**src/dq_pkg.sv**
```systemverilog
package dq_pkg;

    localparam int DATA_W        = 32;
    localparam int DEPTH_DEFAULT = 32;

    // Operation codes carried in the mode field.
    localparam logic [2:0] MODE_PUSH_BACK  = 3'd0;
    localparam logic [2:0] MODE_PUSH_FRONT = 3'd1;
    localparam logic [2:0] MODE_POP_FRONT  = 3'd2;
    localparam logic [2:0] MODE_POP_BACK   = 3'd3;
    localparam logic [2:0] MODE_LIST       = 3'd4;

    // Status codes returned with every result.
    localparam logic [1:0] STAT_OK    = 2'd0;
    localparam logic [1:0] STAT_FULL  = 2'd1;
    localparam logic [1:0] STAT_EMPTY = 2'd2;

    typedef struct packed {
        logic [2:0]               mode;
        logic signed [DATA_W-1:0] value;
    } dq_item_t;

    typedef struct packed {
        logic signed [DATA_W-1:0] element;
        logic [1:0]               status;
        logic                     last;
    } dq_result_t;

endpackage

```
**src/dq_ram.sv**
```systemverilog
module dq_ram #(
    parameter int WIDTH = 32,
    parameter int DEPTH = 32
) (
    input  logic                     clk,
    input  logic                     we,
    input  logic [$clog2(DEPTH)-1:0] waddr,
    input  logic [WIDTH-1:0]         wdata,
    input  logic [$clog2(DEPTH)-1:0] raddr,
    output logic [WIDTH-1:0]         rdata
);

    logic [WIDTH-1:0] mem [DEPTH];
    logic [WIDTH-1:0] rdata_reg;

    always_ff @(posedge clk)
    begin
        if (we)
        begin
            mem[waddr] <= wdata;
        end
        rdata_reg <= mem[raddr];
    end

    assign rdata = rdata_reg;

endmodule

```
**src/double_ended_queue.sv**
```systemverilog
// Channel  Ports                        Handshake
// -------  ---------------------------  -------------------------------------------
// command  start, busy, item            beat taken at a clock edge with start && !busy
// result   result_valid, result         beat shown for one cycle, always taken
//
// A push's result beat appears in the cycle after it is taken
// and busy stays low, so pushes can follow each other back to back.
// A pop holds busy while the slot read comes back from the
// single-port-read slot memory; its result beat then passes the result register.
// A listing reads one slot per cycle and holds busy while it reads the stored
// elements; each result beat passes the registered memory read and then the
// result register after its slot address goes to the memory.
// Reset clears the front pointer and the element count; the slot memory is not
// cleared, since only occupied slots are ever read. The receiver cannot stall.
module double_ended_queue #(
    parameter int DEPTH = dq_pkg::DEPTH_DEFAULT
) (
    input  logic               clk,
    input  logic               rst_n,
    input  logic               start,
    output logic               busy,
    input  dq_pkg::dq_item_t   item,
    output logic               result_valid,
    output dq_pkg::dq_result_t result
);

    import dq_pkg::*;

    localparam int IW = (DEPTH > 1) ? $clog2(DEPTH) : 1;
    localparam int CW = $clog2(DEPTH + 1);
    localparam logic [IW:0]   DEPTH_W   = (IW + 1)'(DEPTH);
    localparam logic [CW-1:0] DEPTH_CNT = CW'(DEPTH);
    localparam logic [IW-1:0] DEPTH_M1  = IW'(DEPTH - 1);

    // Sequencer states.
    localparam logic [1:0] S_IDLE  = 2'd0;
    localparam logic [1:0] S_LIST  = 2'd1;
    localparam logic [1:0] S_DRAIN = 2'd2;

    logic [1:0]    state_reg, state_next;
    logic [IW-1:0] front_reg, front_next;
    logic [CW-1:0] count_reg, count_next;
    logic [IW-1:0] rd_idx_reg, rd_idx_next;
    logic          pend_valid_reg, pend_valid_next;
    logic          pend_last_reg, pend_last_next;
    logic          result_valid_reg, result_valid_next;
    dq_result_t    result_reg, result_next;

    logic          ram_we;
    logic [IW-1:0] ram_waddr;
    logic [IW-1:0] ram_raddr;
    logic [DATA_W-1:0] ram_rdata;

    logic          accept;
    logic          is_full;
    logic          is_empty;
    logic [IW-1:0] cnt_lo;
    logic [IW-1:0] cnt_m1;
    logic [IW-1:0] back_free;
    logic [IW-1:0] back_used;
    logic [IW-1:0] front_prev;
    logic [IW-1:0] front_succ;
    logic [IW-1:0] list_pos;

    // Ring addition: both operands stay below DEPTH, so one subtract wraps it.
    function automatic logic [IW-1:0] ring_add(input logic [IW-1:0] base,
                                               input logic [IW-1:0] off);
        logic [IW:0] sum;
        sum = {1'b0, base} + {1'b0, off};
        if (sum >= DEPTH_W)
        begin
            sum = sum - DEPTH_W;
        end
        return sum[IW-1:0];
    endfunction

    dq_ram #(
        .WIDTH (DATA_W),
        .DEPTH (DEPTH)
    ) u_slots (
        .clk   (clk),
        .we    (ram_we),
        .waddr (ram_waddr),
        .wdata (item.value),
        .raddr (ram_raddr),
        .rdata (ram_rdata)
    );

    assign busy     = (state_reg != S_IDLE);
    assign accept   = start && !busy;
    assign is_full  = (count_reg == DEPTH_CNT);
    assign is_empty = (count_reg == '0);

    // The count is below DEPTH wherever these offsets are used.
    assign cnt_lo     = IW'(count_reg);
    assign cnt_m1     = IW'(count_reg - CW'(1));
    assign back_free  = ring_add(front_reg, cnt_lo);
    assign back_used  = ring_add(front_reg, cnt_m1);
    assign front_prev = ring_add(front_reg, DEPTH_M1);
    assign front_succ = ring_add(front_reg, IW'(1));
    assign list_pos   = ring_add(front_reg, rd_idx_reg);

    always_comb
    begin
        state_next        = state_reg;
        front_next        = front_reg;
        count_next        = count_reg;
        rd_idx_next       = rd_idx_reg;
        pend_valid_next   = 1'b0;
        pend_last_next    = 1'b0;
        result_valid_next = 1'b0;
        result_next       = result_reg;
        ram_we            = 1'b0;
        ram_waddr         = back_free;
        ram_raddr         = front_reg;

        // A slot read issued last cycle has its data on the memory output now.
        if (pend_valid_reg)
        begin
            result_valid_next = 1'b1;
            result_next = '{element: ram_rdata, status: STAT_OK, last: pend_last_reg};
        end

        case (state_reg)
            S_IDLE:
            begin
                if (accept)
                begin
                    case (item.mode)
                        MODE_PUSH_BACK, MODE_PUSH_FRONT:
                        begin
                            result_valid_next = 1'b1;
                            if (is_full)
                            begin
                                result_next = '{element: '0, status: STAT_FULL, last: 1'b1};
                            end
                            else
                            begin
                                ram_we = 1'b1;
                                if (item.mode == MODE_PUSH_FRONT)
                                begin
                                    ram_waddr  = front_prev;
                                    front_next = front_prev;
                                end
                                count_next  = count_reg + CW'(1);
                                result_next = '{element: '0, status: STAT_OK, last: 1'b1};
                            end
                        end
                        MODE_POP_FRONT, MODE_POP_BACK:
                        begin
                            if (is_empty)
                            begin
                                result_valid_next = 1'b1;
                                result_next = '{element: '0, status: STAT_EMPTY, last: 1'b1};
                            end
                            else
                            begin
                                if (item.mode == MODE_POP_FRONT)
                                begin
                                    ram_raddr  = front_reg;
                                    front_next = front_succ;
                                end
                                else
                                begin
                                    ram_raddr = back_used;
                                end
                                count_next      = count_reg - CW'(1);
                                pend_valid_next = 1'b1;
                                pend_last_next  = 1'b1;
                                state_next      = S_DRAIN;
                            end
                        end
                        MODE_LIST:
                        begin
                            if (is_empty)
                            begin
                                result_valid_next = 1'b1;
                                result_next = '{element: '0, status: STAT_EMPTY, last: 1'b1};
                            end
                            else
                            begin
                                ram_raddr       = front_reg;
                                pend_valid_next = 1'b1;
                                pend_last_next  = (cnt_m1 == '0);
                                rd_idx_next     = IW'(1);
                                state_next      = (cnt_m1 == '0) ? S_DRAIN : S_LIST;
                            end
                        end
                        default:
                        begin
                            // Unused codes are taken and ignored.
                        end
                    endcase
                end
            end
            S_LIST:
            begin
                ram_raddr       = list_pos;
                pend_valid_next = 1'b1;
                pend_last_next  = (rd_idx_reg == cnt_m1);
                rd_idx_next     = rd_idx_reg + IW'(1);
                if (rd_idx_reg == cnt_m1)
                begin
                    state_next = S_DRAIN;
                end
            end
            S_DRAIN:
            begin
                state_next = S_IDLE;
            end
            default:
            begin
                state_next = S_IDLE;
            end
        endcase
    end

    always_ff @(posedge clk or negedge rst_n)
    begin
        if (!rst_n)
        begin
            state_reg        <= S_IDLE;
            front_reg        <= '0;
            count_reg        <= '0;
            rd_idx_reg       <= '0;
            pend_valid_reg   <= 1'b0;
            pend_last_reg    <= 1'b0;
            result_valid_reg <= 1'b0;
        end
        else
        begin
            state_reg        <= state_next;
            front_reg        <= front_next;
            count_reg        <= count_next;
            rd_idx_reg       <= rd_idx_next;
            pend_valid_reg   <= pend_valid_next;
            pend_last_reg    <= pend_last_next;
            result_valid_reg <= result_valid_next;
        end
    end

    always_ff @(posedge clk)
    begin
        result_reg <= result_next;
    end

    assign result_valid = result_valid_reg;
    assign result       = result_reg;

`ifndef NO_ASSERTIONS
    // The element count never goes past the ring size.
    a_count_bound: assert property (@(posedge clk) disable iff (!rst_n)
        count_reg <= DEPTH_CNT)
        else $error("element count exceeds ring depth");

    // A slot read in flight always turns into a result beat on the next cycle.
    a_read_delivers: assert property (@(posedge clk) disable iff (!rst_n)
        pend_valid_reg |=> result_valid)
        else $error("slot read produced no result beat");

    // A push taken while full is answered with the full status and no state change.
    a_full_push: assert property (@(posedge clk) disable iff (!rst_n)
        (accept && is_full && (item.mode == MODE_PUSH_BACK || item.mode == MODE_PUSH_FRONT))
        |=> (result_valid && result.status == STAT_FULL && $stable(count_reg)))
        else $error("push on full queue not flagged");

    // The last read of a pop or listing is always marked as the final beat.
    a_drain_last: assert property (@(posedge clk) disable iff (!rst_n)
        (state_reg == S_DRAIN) |-> (pend_valid_reg && pend_last_reg))
        else $error("drain state without final slot read");
`endif

endmodule

```
**config.mk**
```make
export PLATFORM = sky130hd
export DESIGN_NAME = double_ended_queue
export DESIGN_NICKNAME = d
export VERILOG_FILES = /design/src/dq_pkg.sv /design/src/dq_ram.sv /design/src/double_ended_queue.sv
export SDC_FILE = /design/constraint.sdc
export NUM_CORES = 1
export LEC_CHECK = 0
export ABC_AREA = 1
export BUFFER_PORTS_ARGS = -buffer_cell sky130_fd_sc_hd__buf_2
export CAP_MARGIN = 30
export CORE_MARGIN = 4
export CORE_UTILIZATION = 23
export CTS_CLUSTER_SIZE = 16
export DETAILED_ROUTE_END_ITERATION = 6
export GPL_TIMING_DRIVEN = 1
export PLACE_DENSITY = 0.4
export SLEW_MARGIN = 20
export SYNTH_ARGS = -nofsm -noshare
export SYNTH_HDL_FRONTEND = slang
export SYNTH_SLANG_ARGS = --single-unit
export TNS_END_PERCENT = 10
```
**constraint.sdc**
```tcl
create_clock -name clk -period 7.4 [get_ports clk]
set_input_delay 0.74 -clock clk [delete_from_list [all_inputs] [get_ports clk]]
set_output_delay 0.74 -clock clk [all_outputs]
set_load 0.02 [all_outputs]
```
* Word-level counts from Yosys, hierarchy flattened
Memory sizes are Yosys's and may differ from the RTL's. A register that Yosys moved wholly into a read port is not among the register bits. Index checks and enable logic that the tools add are counted.
Cells by class: add/subtract/negate cells 13, multiply operators 0, div/mod/pow operators 0, magnitude comparators 5, equality and inequality tests 18, shifts and indexed selects 0, muxes and demuxes 59, bitwise gates (word level) 0, reductions and logical operators 16
Operators by type and width (count):
- 2-to-1 mux 35 bit | 4
- 2-to-1 mux 5 bit | 21
- one-hot mux 35 bit (2 select lines) | 1
- greater-or-equal comparator 6 bit (second input constant) | 5
- one-hot mux 5 bit (2 select lines) | 3
- subtractor 5 x 1 -> 5 bit (second input constant) | 5
- adder 5 x 5 -> 6 bit | 3
- 2-to-1 mux 1 bit | 15
- inequality test 2 bit (second input constant) | 7
- 2-to-1 mux 2 bit | 6
- 2-to-1 mux 6 bit | 2
- one-hot mux 6 bit (2 select lines) | 1
- AND reduction 5 bit | 2
- one-hot mux 1 bit (2 select lines) | 4
- one-hot mux 2 bit (2 select lines) | 2
- AND reduction 7 bit | 1
- adder 5 x 1 -> 6 bit (second input constant) | 1
- adder 5 x 5 -> 6 bit (second input constant) | 1
- adder 6 x 1 -> 6 bit (second input constant) | 1
- equality test 3 x 2 -> 1 bit (second input constant) | 2
- equality test 6 bit (second input constant) | 1
- logical NOT 6 bit | 1
- inequality test 3 bit (second input constant) | 2
- nonzero test 2 bit | 3
- 16 further kinds | 17
Storage, ports and cells: flip-flop bits (word level) 56, bits in latches 0, memory bits (writable) 1024, memory bits (read-only) 0, input bits 38, output and inout port bits 37, word-level logic and storage cells 122, memories kept 1
Memory list:
- u_slots.mem | depth 32, width 32, read ports 1, clocked after memory_dff 1, wr ports 1, RTL line dq_ram.sv:13 | logic [WIDTH-1:0] mem [DEPTH];

* Depth between registers and ports, before layout
Gate-level depths: netlist of the first run.
word-level depth 9, depth in mapped cells 18, depth with buffers taken out 17

* Modules after synthesis
From an unflattened synthesis of the first run, not the netlist that was laid out.
Second synthesis, totals: cells, all modules 4000, area total of the unflattened synthesis 45869.0 um2
By module, submodules not included:
- dq_ram | instances 1, cells an instance 3536, area each 42405.7 um2, sequential area each 31390.1 um2
- double_ended_queue | instances 1, cells an instance 464, area each 3463.3 um2, sequential area each 1226.2 um2

* Worst setup path before layout of the first run
No wires, ideal clock.
path type reg-to-reg, start point reg count_reg[0], end point mem u_slots.mem[13][0], enable pin, library setup time 0.421 ns, arrival time 3.351 ns, required time 6.979 ns, slack 3.627 ns, cell stages (with the launch flop) 15, path buffers 0, clock period less this slack 3.773 ns, cell sequence dfrtp_1 > inv_1 > ha_1 > nand2_1 > inv_1 > nand2_1 > nor2_1 > inv_1 > nand2_1 > nor2_1 > inv_2 > or2_2 > o21ai_1 > nand2_1 > nor2_1
On the way: longest elaborated chain between the ends 8, elaborated cells between the ends (all ways) 16, those cells by class 2 x add/sub; 1 x order compare; 1 x eq/ne; 12 x mux
Ends and longest elaborated chain:
- from (decl) | RTL line double_ended_queue.sv:42 | logic [CW-1:0] count_reg, count_next;
- from (signal assigned) | RTL line double_ended_queue.sv:234 | count_reg <= count_next;
- adder 5 x 5 -> 6 bit | RTL line double_ended_queue.sv:69 | sum = {1'b0, base} + {1'b0, off};
- subtractor 5 x 1 -> 5 bit / greater-or-equal comparator 6 bit (equally long branches) | RTL line double_ended_queue.sv:72, double_ended_queue.sv:70
- 2-to-1 mux 5 bit | RTL line double_ended_queue.sv:70 | if (sum >= DEPTH_W)
- 2-to-1 mux 5 bit | RTL line double_ended_queue.sv:140 | if (item.mode == MODE_PUSH_FRONT)
- 2-to-1 mux 5 bit | RTL line double_ended_queue.sv:133 | if (is_full)
- 2-to-1 mux 5 bit | RTL line double_ended_queue.sv:129 | case (item.mode)
- 2-to-1 mux 5 bit | RTL line double_ended_queue.sv:127 | if (accept)
- 2-to-1 mux 5 bit | RTL line double_ended_queue.sv:124 | case (state_reg)
- to (decl) | RTL line dq_ram.sv:13
Parallel ways exist; a longest one is shown, timed or not.

* Worst setup path in the final report of the first run
start point reg count_reg[0], end point mem u_slots.mem[5][30], enable pin
The elaborated chain is that of the path after synthesis.

==> results.sh, run 1 <==
export IMPL_max_vdd_ir_drop_v=0.000560
export IMPL_worst_r2r_path_cells=14
export IMPL_cp_max_fo=21
export IMPL_row_count=168
export IMPL_final_core_utilization_pct=27.0
export IMPL_ys_seq_elements=1112
export IMPL_synth_area_per_cell_um2=10.6
export IMPL_synth_edff_count=1024
export IMPL_worst_skew_pair_late_latency_ns=0.78
export IMPL_timing_fmax_ghz=0.205
export IMPL_final_fill_count=22200
export IMPL_postCtsResizedCells=0
export IMPL_post_dp_hpwl_um=88900
export IMPL_total_leakage_power_nw=22.2
export IMPL_r2r_start="count_reg[0]$_DFFE_PN0P_"
export IMPL_crit_path_cells="inv_1 > ha_1 > nand2_1 > inv_1 > nand2_1 > nor2_1 > inv_1 > nand2_1 > nor2_1 > inv_2 > o21ai_0 > nand3_1 > nor2_4 > buf_4"
export IMPL_pre_repair_dr_iteration_count=7
export IMPL_area_growth_pct=16.5
export IMPL_layout_commonest_cell="sky130_fd_sc_hd__nand2_1"
export IMPL_port_buffer_count=74
export IMPL_floorplan_die_height_um=468
export IMPL_post_drt_via_cell_ratio=4.42
export IMPL_track_usage_pct=15.0
export IMPL_finalNetCount=4673
export IMPL_post_layout_nonfiller_instances=7530
export IMPL_ioPinCount=75
export IMPL_placed_cells_incl_taps=7283
export IMPL_period_needed_ns=4.88
export IMPL_final_layout_size_suffix_gt1_share_pct=8.81
export IMPL_die_area_mm2=0.219
export IMPL_synth_cell_type_count=44
export IMPL_finalSetupTns_ns=0
export IMPL_criticalPathCategory="reg -> reg"
export IMPL_crit_path_end_kind="register"
export IMPL_initialDrtViolationCount=2746
export IMPL_dominantRegCellSynth="sky130_fd_sc_hd__edfxtp_1"
export IMPL_synth_warning_count=0
export IMPL_core_area_mm2=0.210
export IMPL_place_congestion=0.753
export IMPL_grt_first_pass_wirelength_um=240000
export IMPL_clkTransAtPathRegs_ns=0.07
export IMPL_syn_inst=4596
export IMPL_largest_reg_flops=1024
export IMPL_total_power_after_layout_mw=28.4
export IMPL_dp_slack_ns=2.54
export IMPL_globalRouteOverflowTotal=0
export IMPL_final_cell_area_mm2=0.0566
export IMPL_holdCritStartpoint="start"
export IMPL_grt_pass1_vias=32600
export IMPL_initial_utilization_pct=23.2
export IMPL_detail_route_wl_per_cell_um=22.1
export IMPL_worstHoldPathCells=3
export IMPL_rsz_0062_raised_after_global_routing="no"
export IMPL_clockBufferDepth=3
export IMPL_report_final_setup_viol=0
export IMPL_antenna_found_initial=15
export IMPL_slew_headroom_pct=19.7
export IMPL_r2r_end="u_slots.mem[5][30]$_DFFE_PP_"
export IMPL_clock_tree_from_tritoncts="built"
export IMPL_worst_path_max_delay_cell="sky130_fd_sc_hd__nor2_4"
export IMPL_final_max_slew_viol_count=0
export IMPL_via_count=33300
export IMPL_synthArstFlopShare_pct=1.89
export IMPL_run_status="finished, final reports clean"
export IMPL_number_of_h_tree_levels=4
export IMPL_most_used_cells_in_the_layout_excluding_fill_and_tap_cells="sky130_fd_sc_hd__nand2_1, sky130_fd_sc_hd__nand3_1, sky130_fd_sc_hd__edfxtp_1, sky130_fd_sc_hd__inv_1, sky130_fd_sc_hd__nand3b_1"
export IMPL_whs_endpoint="pend_valid_reg$_DFF_PN0_"
export IMPL_worst_ep_arrival_time_ns=5.27
export IMPL_setup_ws_ns=2.52
export IMPL_drt_wl_total_um=167000
export IMPL_pwrdens_mw_per_mm2=502
export IMPL_cp_required_ns=7.78
export IMPL_hold_path_class="in -> reg"
export IMPL_setup_reg_to_reg_worst_slack_ns=2.52
export IMPL_largest_net_degree_at_the_start_of_global_routing=196
export IMPL_post_synth_instance_area_mm2=0.0486
export IMPL_synth_yosys_seq_area_share_pct=67.2
export IMPL_master_cell_of_the_clock_root_buffer="sky130_fd_sc_hd__clkbuf_16"
export IMPL_final_hold_violation_count=0
export IMPL_cp_start_kind="register"
export IMPL_tritoncts_num_sinks=1112
export IMPL_mappedNetlistNets=4655
export IMPL_worst_clock_skew_ns=0.0358
export IMPL_critPathMaxStageDelay_ns=0.86
export IMPL_maxcap_viol_count=0
export IMPL_route_antenna_remaining_nets=0
export IMPL_placed_cell_area_mm2=0.0523
export IMPL_worst_pin_slew_ns=1.20
export IMPL_layout_worst_path_cycle_share_pct=66.0
export IMPL_cts_buffers=132
export IMPL_die_x_um=468
export IMPL_drcViolationCount=0
export IMPL_fin_hold_ws_ns=0.328
==> power breakdown <==
part           switching [mW]  total, mW  internal [mW]
Combinational            10.5       14.3           3.82
Sequential              0.325       7.65           7.33
Clock                    2.68       6.44           3.76
==> worst max-delay path by stage <==
stage / cells past startpoint / endpoint / start
floorplan: 14 / u_slots.mem[13][0]$_DFFE_PP_ / count_reg[0]$_DFFE_PN0P_
global route: 14 / u_slots.mem[5][19]$_DFFE_PP_ / count_reg[0]$_DFFE_PN0P_
finish: 14 / u_slots.mem[5][30]$_DFFE_PP_ / count_reg[0]$_DFFE_PN0P_
global placement: 12 / u_slots.mem[6][23]$_DFFE_PP_ / item[33]
CTS: 14 / u_slots.mem[5][19]$_DFFE_PP_ / count_reg[0]$_DFFE_PN0P_
detailed placement: 11 / u_slots.mem[5][28]$_DFFE_PP_ / item[33]
==> cell families after synthesis <==
group                      after synthesis  synth area share [%]
and+or+nand+nor                       2467                  23.3
AOI/OAI and AO/OA                       85                 0.951
DFF                                   1112                  67.2
buffers and inverters                  887                  7.53
adders and majority gates               21                 0.587
xor gates and xnor gates                24                 0.433
==> worst max-delay path: cells and delay by family (launching register included) <==
| family | cells | cell delay (ns) |
|---|---|---|
| and+or+nand+nor | 7 | 2.33 |
| buffers and inverters | 5 | 0.94 |
| DFF | 1 | 0.46 |
| AOI/OAI and AO/OA | 1 | 0.44 |
| adders and majority gates | 1 | 0.27 |
==> per-layer routing <==
| layer | part of all wire, % | wire, um | GRT usage (%) |
|---|---|---|---|
| met5 | 0.032 | 54 | 0 |
| met4 | 2.0 | 3270 | 3.89 |
| met3 | 5.5 | 9120 | 2.79 |
| met2 | 45 | 75600 | 23.5 |
| met1 | 47 | 78800 | 21.2 |
==> cells in the mapped netlist (2+ instances only) <==
cell	count	area [um2]
sky130_fd_sc_hd__nand2_1	1114	4180
sky130_fd_sc_hd__nand3_1	1112	5570
sky130_fd_sc_hd__edfxtp_1	1024	30700
sky130_fd_sc_hd__inv_1	596	2240
sky130_fd_sc_hd__nand3b_1	161	1210
sky130_fd_sc_hd__buf_2	135	676
sky130_fd_sc_hd__clkbuf_1	93	349
sky130_fd_sc_hd__dfxtp_1	67	1340
sky130_fd_sc_hd__nor2_1	56	210
sky130_fd_sc_hd__a21oi_1	44	220
sky130_fd_sc_hd__buf_4	27	203
sky130_fd_sc_hd__o21ai_0	25	125
sky130_fd_sc_hd__buf_1	22	82.6
sky130_fd_sc_hd__dfrtp_1	21	526
sky130_fd_sc_hd__ha_1	18	225
sky130_fd_sc_hd__xor2_1	17	149
sky130_fd_sc_hd__buf_6	8	90.1
sky130_fd_sc_hd__xnor2_1	7	61.3
sky130_fd_sc_hd__or2_2	6	37.5
sky130_fd_sc_hd__inv_2	4	15.0
sky130_fd_sc_hd__o22ai_1	4	25.0
sky130_fd_sc_hd__fa_1	3	60.1
sky130_fd_sc_hd__nor2_2	3	18.8
sky130_fd_sc_hd__a31oi_1	2	12.5
sky130_fd_sc_hd__a41oi_1	2	17.5
sky130_fd_sc_hd__and3_1	2	12.5
sky130_fd_sc_hd__clkinv_1	2	7.51
sky130_fd_sc_hd__nand3_2	2	20.0
sky130_fd_sc_hd__nand4_1	2	12.5
sky130_fd_sc_hd__nor3_1	2	10.0
sky130_fd_sc_hd__o21ai_1	2	10.0
==> area by class of cell <==
class / instances / area (um2) / area share [%]
sequential: 1112 / 32600 / 57.7
multi-input combinational: 2597 / 12600 / 22.3
clock buffer: 182 / 3670 / 6.48
tap: 2805 / 3510 / 6.20
inverter: 602 / 2280 / 4.03
timing repair buffer: 169 / 1340 / 2.36
clock inverter: 62 / 559 / 0.989
antenna: 1 / 2.50 / 0.00442
==> timing repair <==
item | 4_1_cts | 5_1_grt
buffers inserted | 0 | 0
hold buffers | 1 | 0
endpoints found under the hold margin | 21 | 0
Note: power is estimated with default switching activity, not from simulation.
==> run 2: changes to the inputs <==
==> constraint.sdc (replaced) <==
create_clock -name clk -period 4.9 [get_ports clk]
set_input_delay 0.49 -clock clk [delete_from_list [all_inputs] [get_ports clk]]
set_output_delay 0.49 -clock clk [all_outputs]
set_load 0.02 [all_outputs]
==> run 2 against run 1 <==
  * The flow now finishes with violations (DRC)
  * Cell area rose by 0.72%
  * Power increased by 52%
  * Sequential power is 49% higher
  * Combinational power increased by 54%
  * Critical path type unchanged
  * Count of clock-buffer cells in the layout is 15 higher
  * Cell count rose by 0.12%
  * Non-clock buffer count rose by 9
==> results.sh, run 2 (synthesized netlist as in run 1, its figures left out) <==
export IMPL_clkTransAtPathRegs_ns=0.06
export IMPL_max_vdd_ir_drop_v=0.00107
export IMPL_power_frac_seq_pct=26.4
export IMPL_tritoncts_num_sinks=1112
export IMPL_internal_power_summed_over_all_cells_mw=23.0
export IMPL_final_layout_size_suffix_gt1_share_pct=8.88
export IMPL_setup_ws_ns=1.07
export IMPL_worst_pin_slew_ns=0.941
export IMPL_die_area_mm2=0.219
export IMPL_via_count=33100
export IMPL_timing_fmax_ghz=0.261
export IMPL_final_hold_violation_count=0
export IMPL_drt_wl_total_um=163000
export IMPL_final_fill_count=22100
export IMPL_placed_cells_incl_taps=7293
export IMPL_floorplan_die_height_um=468
export IMPL_post_layout_nonfiller_instances=7539
export IMPL_crit_path_end_kind="register"
export IMPL_master_cell_of_the_clock_root_buffer="sky130_fd_sc_hd__clkbuf_16"
export IMPL_setup_reg_to_reg_worst_slack_ns=1.07
export IMPL_worst_clock_skew_ns=0.0269
export IMPL_pre_repair_dr_iteration_count=7
export IMPL_final_core_utilization_pct=27.2
export IMPL_criticalPathCategory="reg -> reg"
export IMPL_switching_share_pct=46.9
export IMPL_worst_ep_arrival_time_ns=4.28
export IMPL_power_frac_clock_pct=22.6
export IMPL_maxcap_viol_count=0
export IMPL_finalNetCount=4682
export IMPL_layout_worst_path_cycle_share_pct=78.1
export IMPL_number_of_h_tree_levels=4
export IMPL_die_x_um=468
export IMPL_clockBufferDepth=3
export IMPL_final_max_slew_viol_count=0
export IMPL_post_drt_via_cell_ratio=4.38
export IMPL_total_leakage_power_nw=22.4
export IMPL_dp_slack_ns=1.12
export IMPL_total_power_after_layout_mw=43.3
export IMPL_track_usage_pct=14.7
export IMPL_cp_start_kind="register"
export IMPL_clock_tree_from_tritoncts="built"
export IMPL_layout_commonest_cell="sky130_fd_sc_hd__nand2_1"
export IMPL_antenna_found_initial=12
export IMPL_core_area_mm2=0.210
export IMPL_cp_required_ns=5.36
export IMPL_ioPinCount=75
export IMPL_run_status="finished, violations left"
export IMPL_finalSetupTns_ns=0
export IMPL_globalRouteOverflowTotal=0
export IMPL_largest_reg_flops=1024
export IMPL_post_dp_hpwl_um=85000
export IMPL_route_antenna_remaining_nets=0
export IMPL_drcViolationCount=1
export IMPL_place_congestion=0.736
export IMPL_pwrdens_mw_per_mm2=760
export IMPL_grt_pass1_vias=32100
export IMPL_period_needed_ns=3.83
export IMPL_power_share_combinational_pct=50.9
export IMPL_report_final_setup_viol=0
export IMPL_hold_path_class="in -> reg"
export IMPL_initial_utilization_pct=23.2
export IMPL_port_buffer_count=74
export IMPL_grt_first_pass_wirelength_um=237000
export IMPL_largest_net_degree_at_the_start_of_global_routing=125
export IMPL_violations="DRC"
export IMPL_area_growth_pct=17.3
export IMPL_worst_skew_pair_late_latency_ns=0.78
export IMPL_most_used_cells_in_the_layout_excluding_fill_and_tap_cells="sky130_fd_sc_hd__nand2_1, sky130_fd_sc_hd__nand3_1, sky130_fd_sc_hd__edfxtp_1, sky130_fd_sc_hd__inv_1, sky130_fd_sc_hd__nand3b_1"
export IMPL_slew_headroom_pct=37.3
export IMPL_postCtsSetupRepairBufs=0
export IMPL_detail_route_wl_per_cell_um=21.6
export IMPL_rsz_0062_raised_after_global_routing="no"
export IMPL_initialDrtViolationCount=2797
export IMPL_row_count=168
export IMPL_p_switching_mw=20.3
export IMPL_cts_buffers=132
export IMPL_cp_max_fo=22
## run 2: final cells by class
type | instances | area (um2) | share of cell area, %
Antenna cell | 2 | 5.00 | 0.00878
Clock buffer | 197 | 3800 | 6.68
Clock inverter | 46 | 484 | 0.850
Inverter | 602 | 2280 | 4.01
Multi-Input combinational cell | 2597 | 12600 | 22.1
Sequential cell | 1112 | 32600 | 57.2
Tap cell | 2805 | 3510 | 6.16
Timing Repair Buffer | 178 | 1680 | 2.95
## run 2: final timing paths
path | startpoint | to | depth (start not counted)
min in group asynchronous | rst_n | result_valid$_DFF_PN0_ | 2
min | start | state_reg[0]$_DFFE_PN0P_ | 3
max in group asynchronous | rst_n | pend_valid_reg$_DFF_PN0_ | 2
max reg2reg | count_reg[0]$_DFFE_PN0P_ | u_slots.mem[29][12]$_DFFE_PP_ | 15
min reg2reg | result[24]$_DFF_P_ | result[24]$_DFF_P_ | 2
max | count_reg[0]$_DFFE_PN0P_ | u_slots.mem[29][12]$_DFFE_PP_ | 15
## run 2: what timing repair did
item | in CTS | in global routing
endpoints found under the hold margin | 21 | 0
hold buffers | 1 | 0
resized for setup | 0 | 0
setup endpoints to repair | 0 | 0
## run 2: through the flow
stage               area, um2  hold slack [ns]
finish                  57000           0.0776
global route            57000           0.0525
CTS                     57000          0.00256
detailed placement      52700            0.451
global placement        52700            0.443
floorplan               48600            0.194
## run 2: power groups by stage
stage               sequential [mW]  combinational, mW  clock [mW]
finish                         11.4               22.0        9.80
global route                   11.5               24.4        10.5
CTS                            11.5               22.4        10.1
detailed placement             11.6               22.3           0
global placement               11.7               22.4           0
floorplan                      11.6               14.3           0
## run 2: per-layer routing
metal | wire [um] | GRT usage [%] | part of all wire, % | vias up
li1 | - | - | - | 15600
met1 | 76500 | 20.6 | 47 | 16500
met2 | 76600 | 24.0 | 47 | 752
met3 | 7460 | 2.24 | 4.6 | 202
met4 | 2630 | 3.40 | 1.6 | 4
met5 | 21 | 0 | 0.013 | -
## run 2: critical path, cell delays in order (launching register included)
cell	delay [ns]
sky130_fd_sc_hd__dfrtp_1	0.46
sky130_fd_sc_hd__inv_1	0.15
sky130_fd_sc_hd__ha_1	0.27
sky130_fd_sc_hd__nand2_1	0.08
sky130_fd_sc_hd__inv_1	0.05
sky130_fd_sc_hd__nand2_1	0.07
sky130_fd_sc_hd__nor2_1	0.05
sky130_fd_sc_hd__inv_1	0.06
sky130_fd_sc_hd__nand2_1	0.13
sky130_fd_sc_hd__nor2_1	0.34
sky130_fd_sc_hd__inv_2	0.10
sky130_fd_sc_hd__or2_2	0.28
sky130_fd_sc_hd__o21ai_1	0.27
sky130_fd_sc_hd__nand2_1	0.35
sky130_fd_sc_hd__nor2_4	0.53
sky130_fd_sc_hd__buf_12	0.30
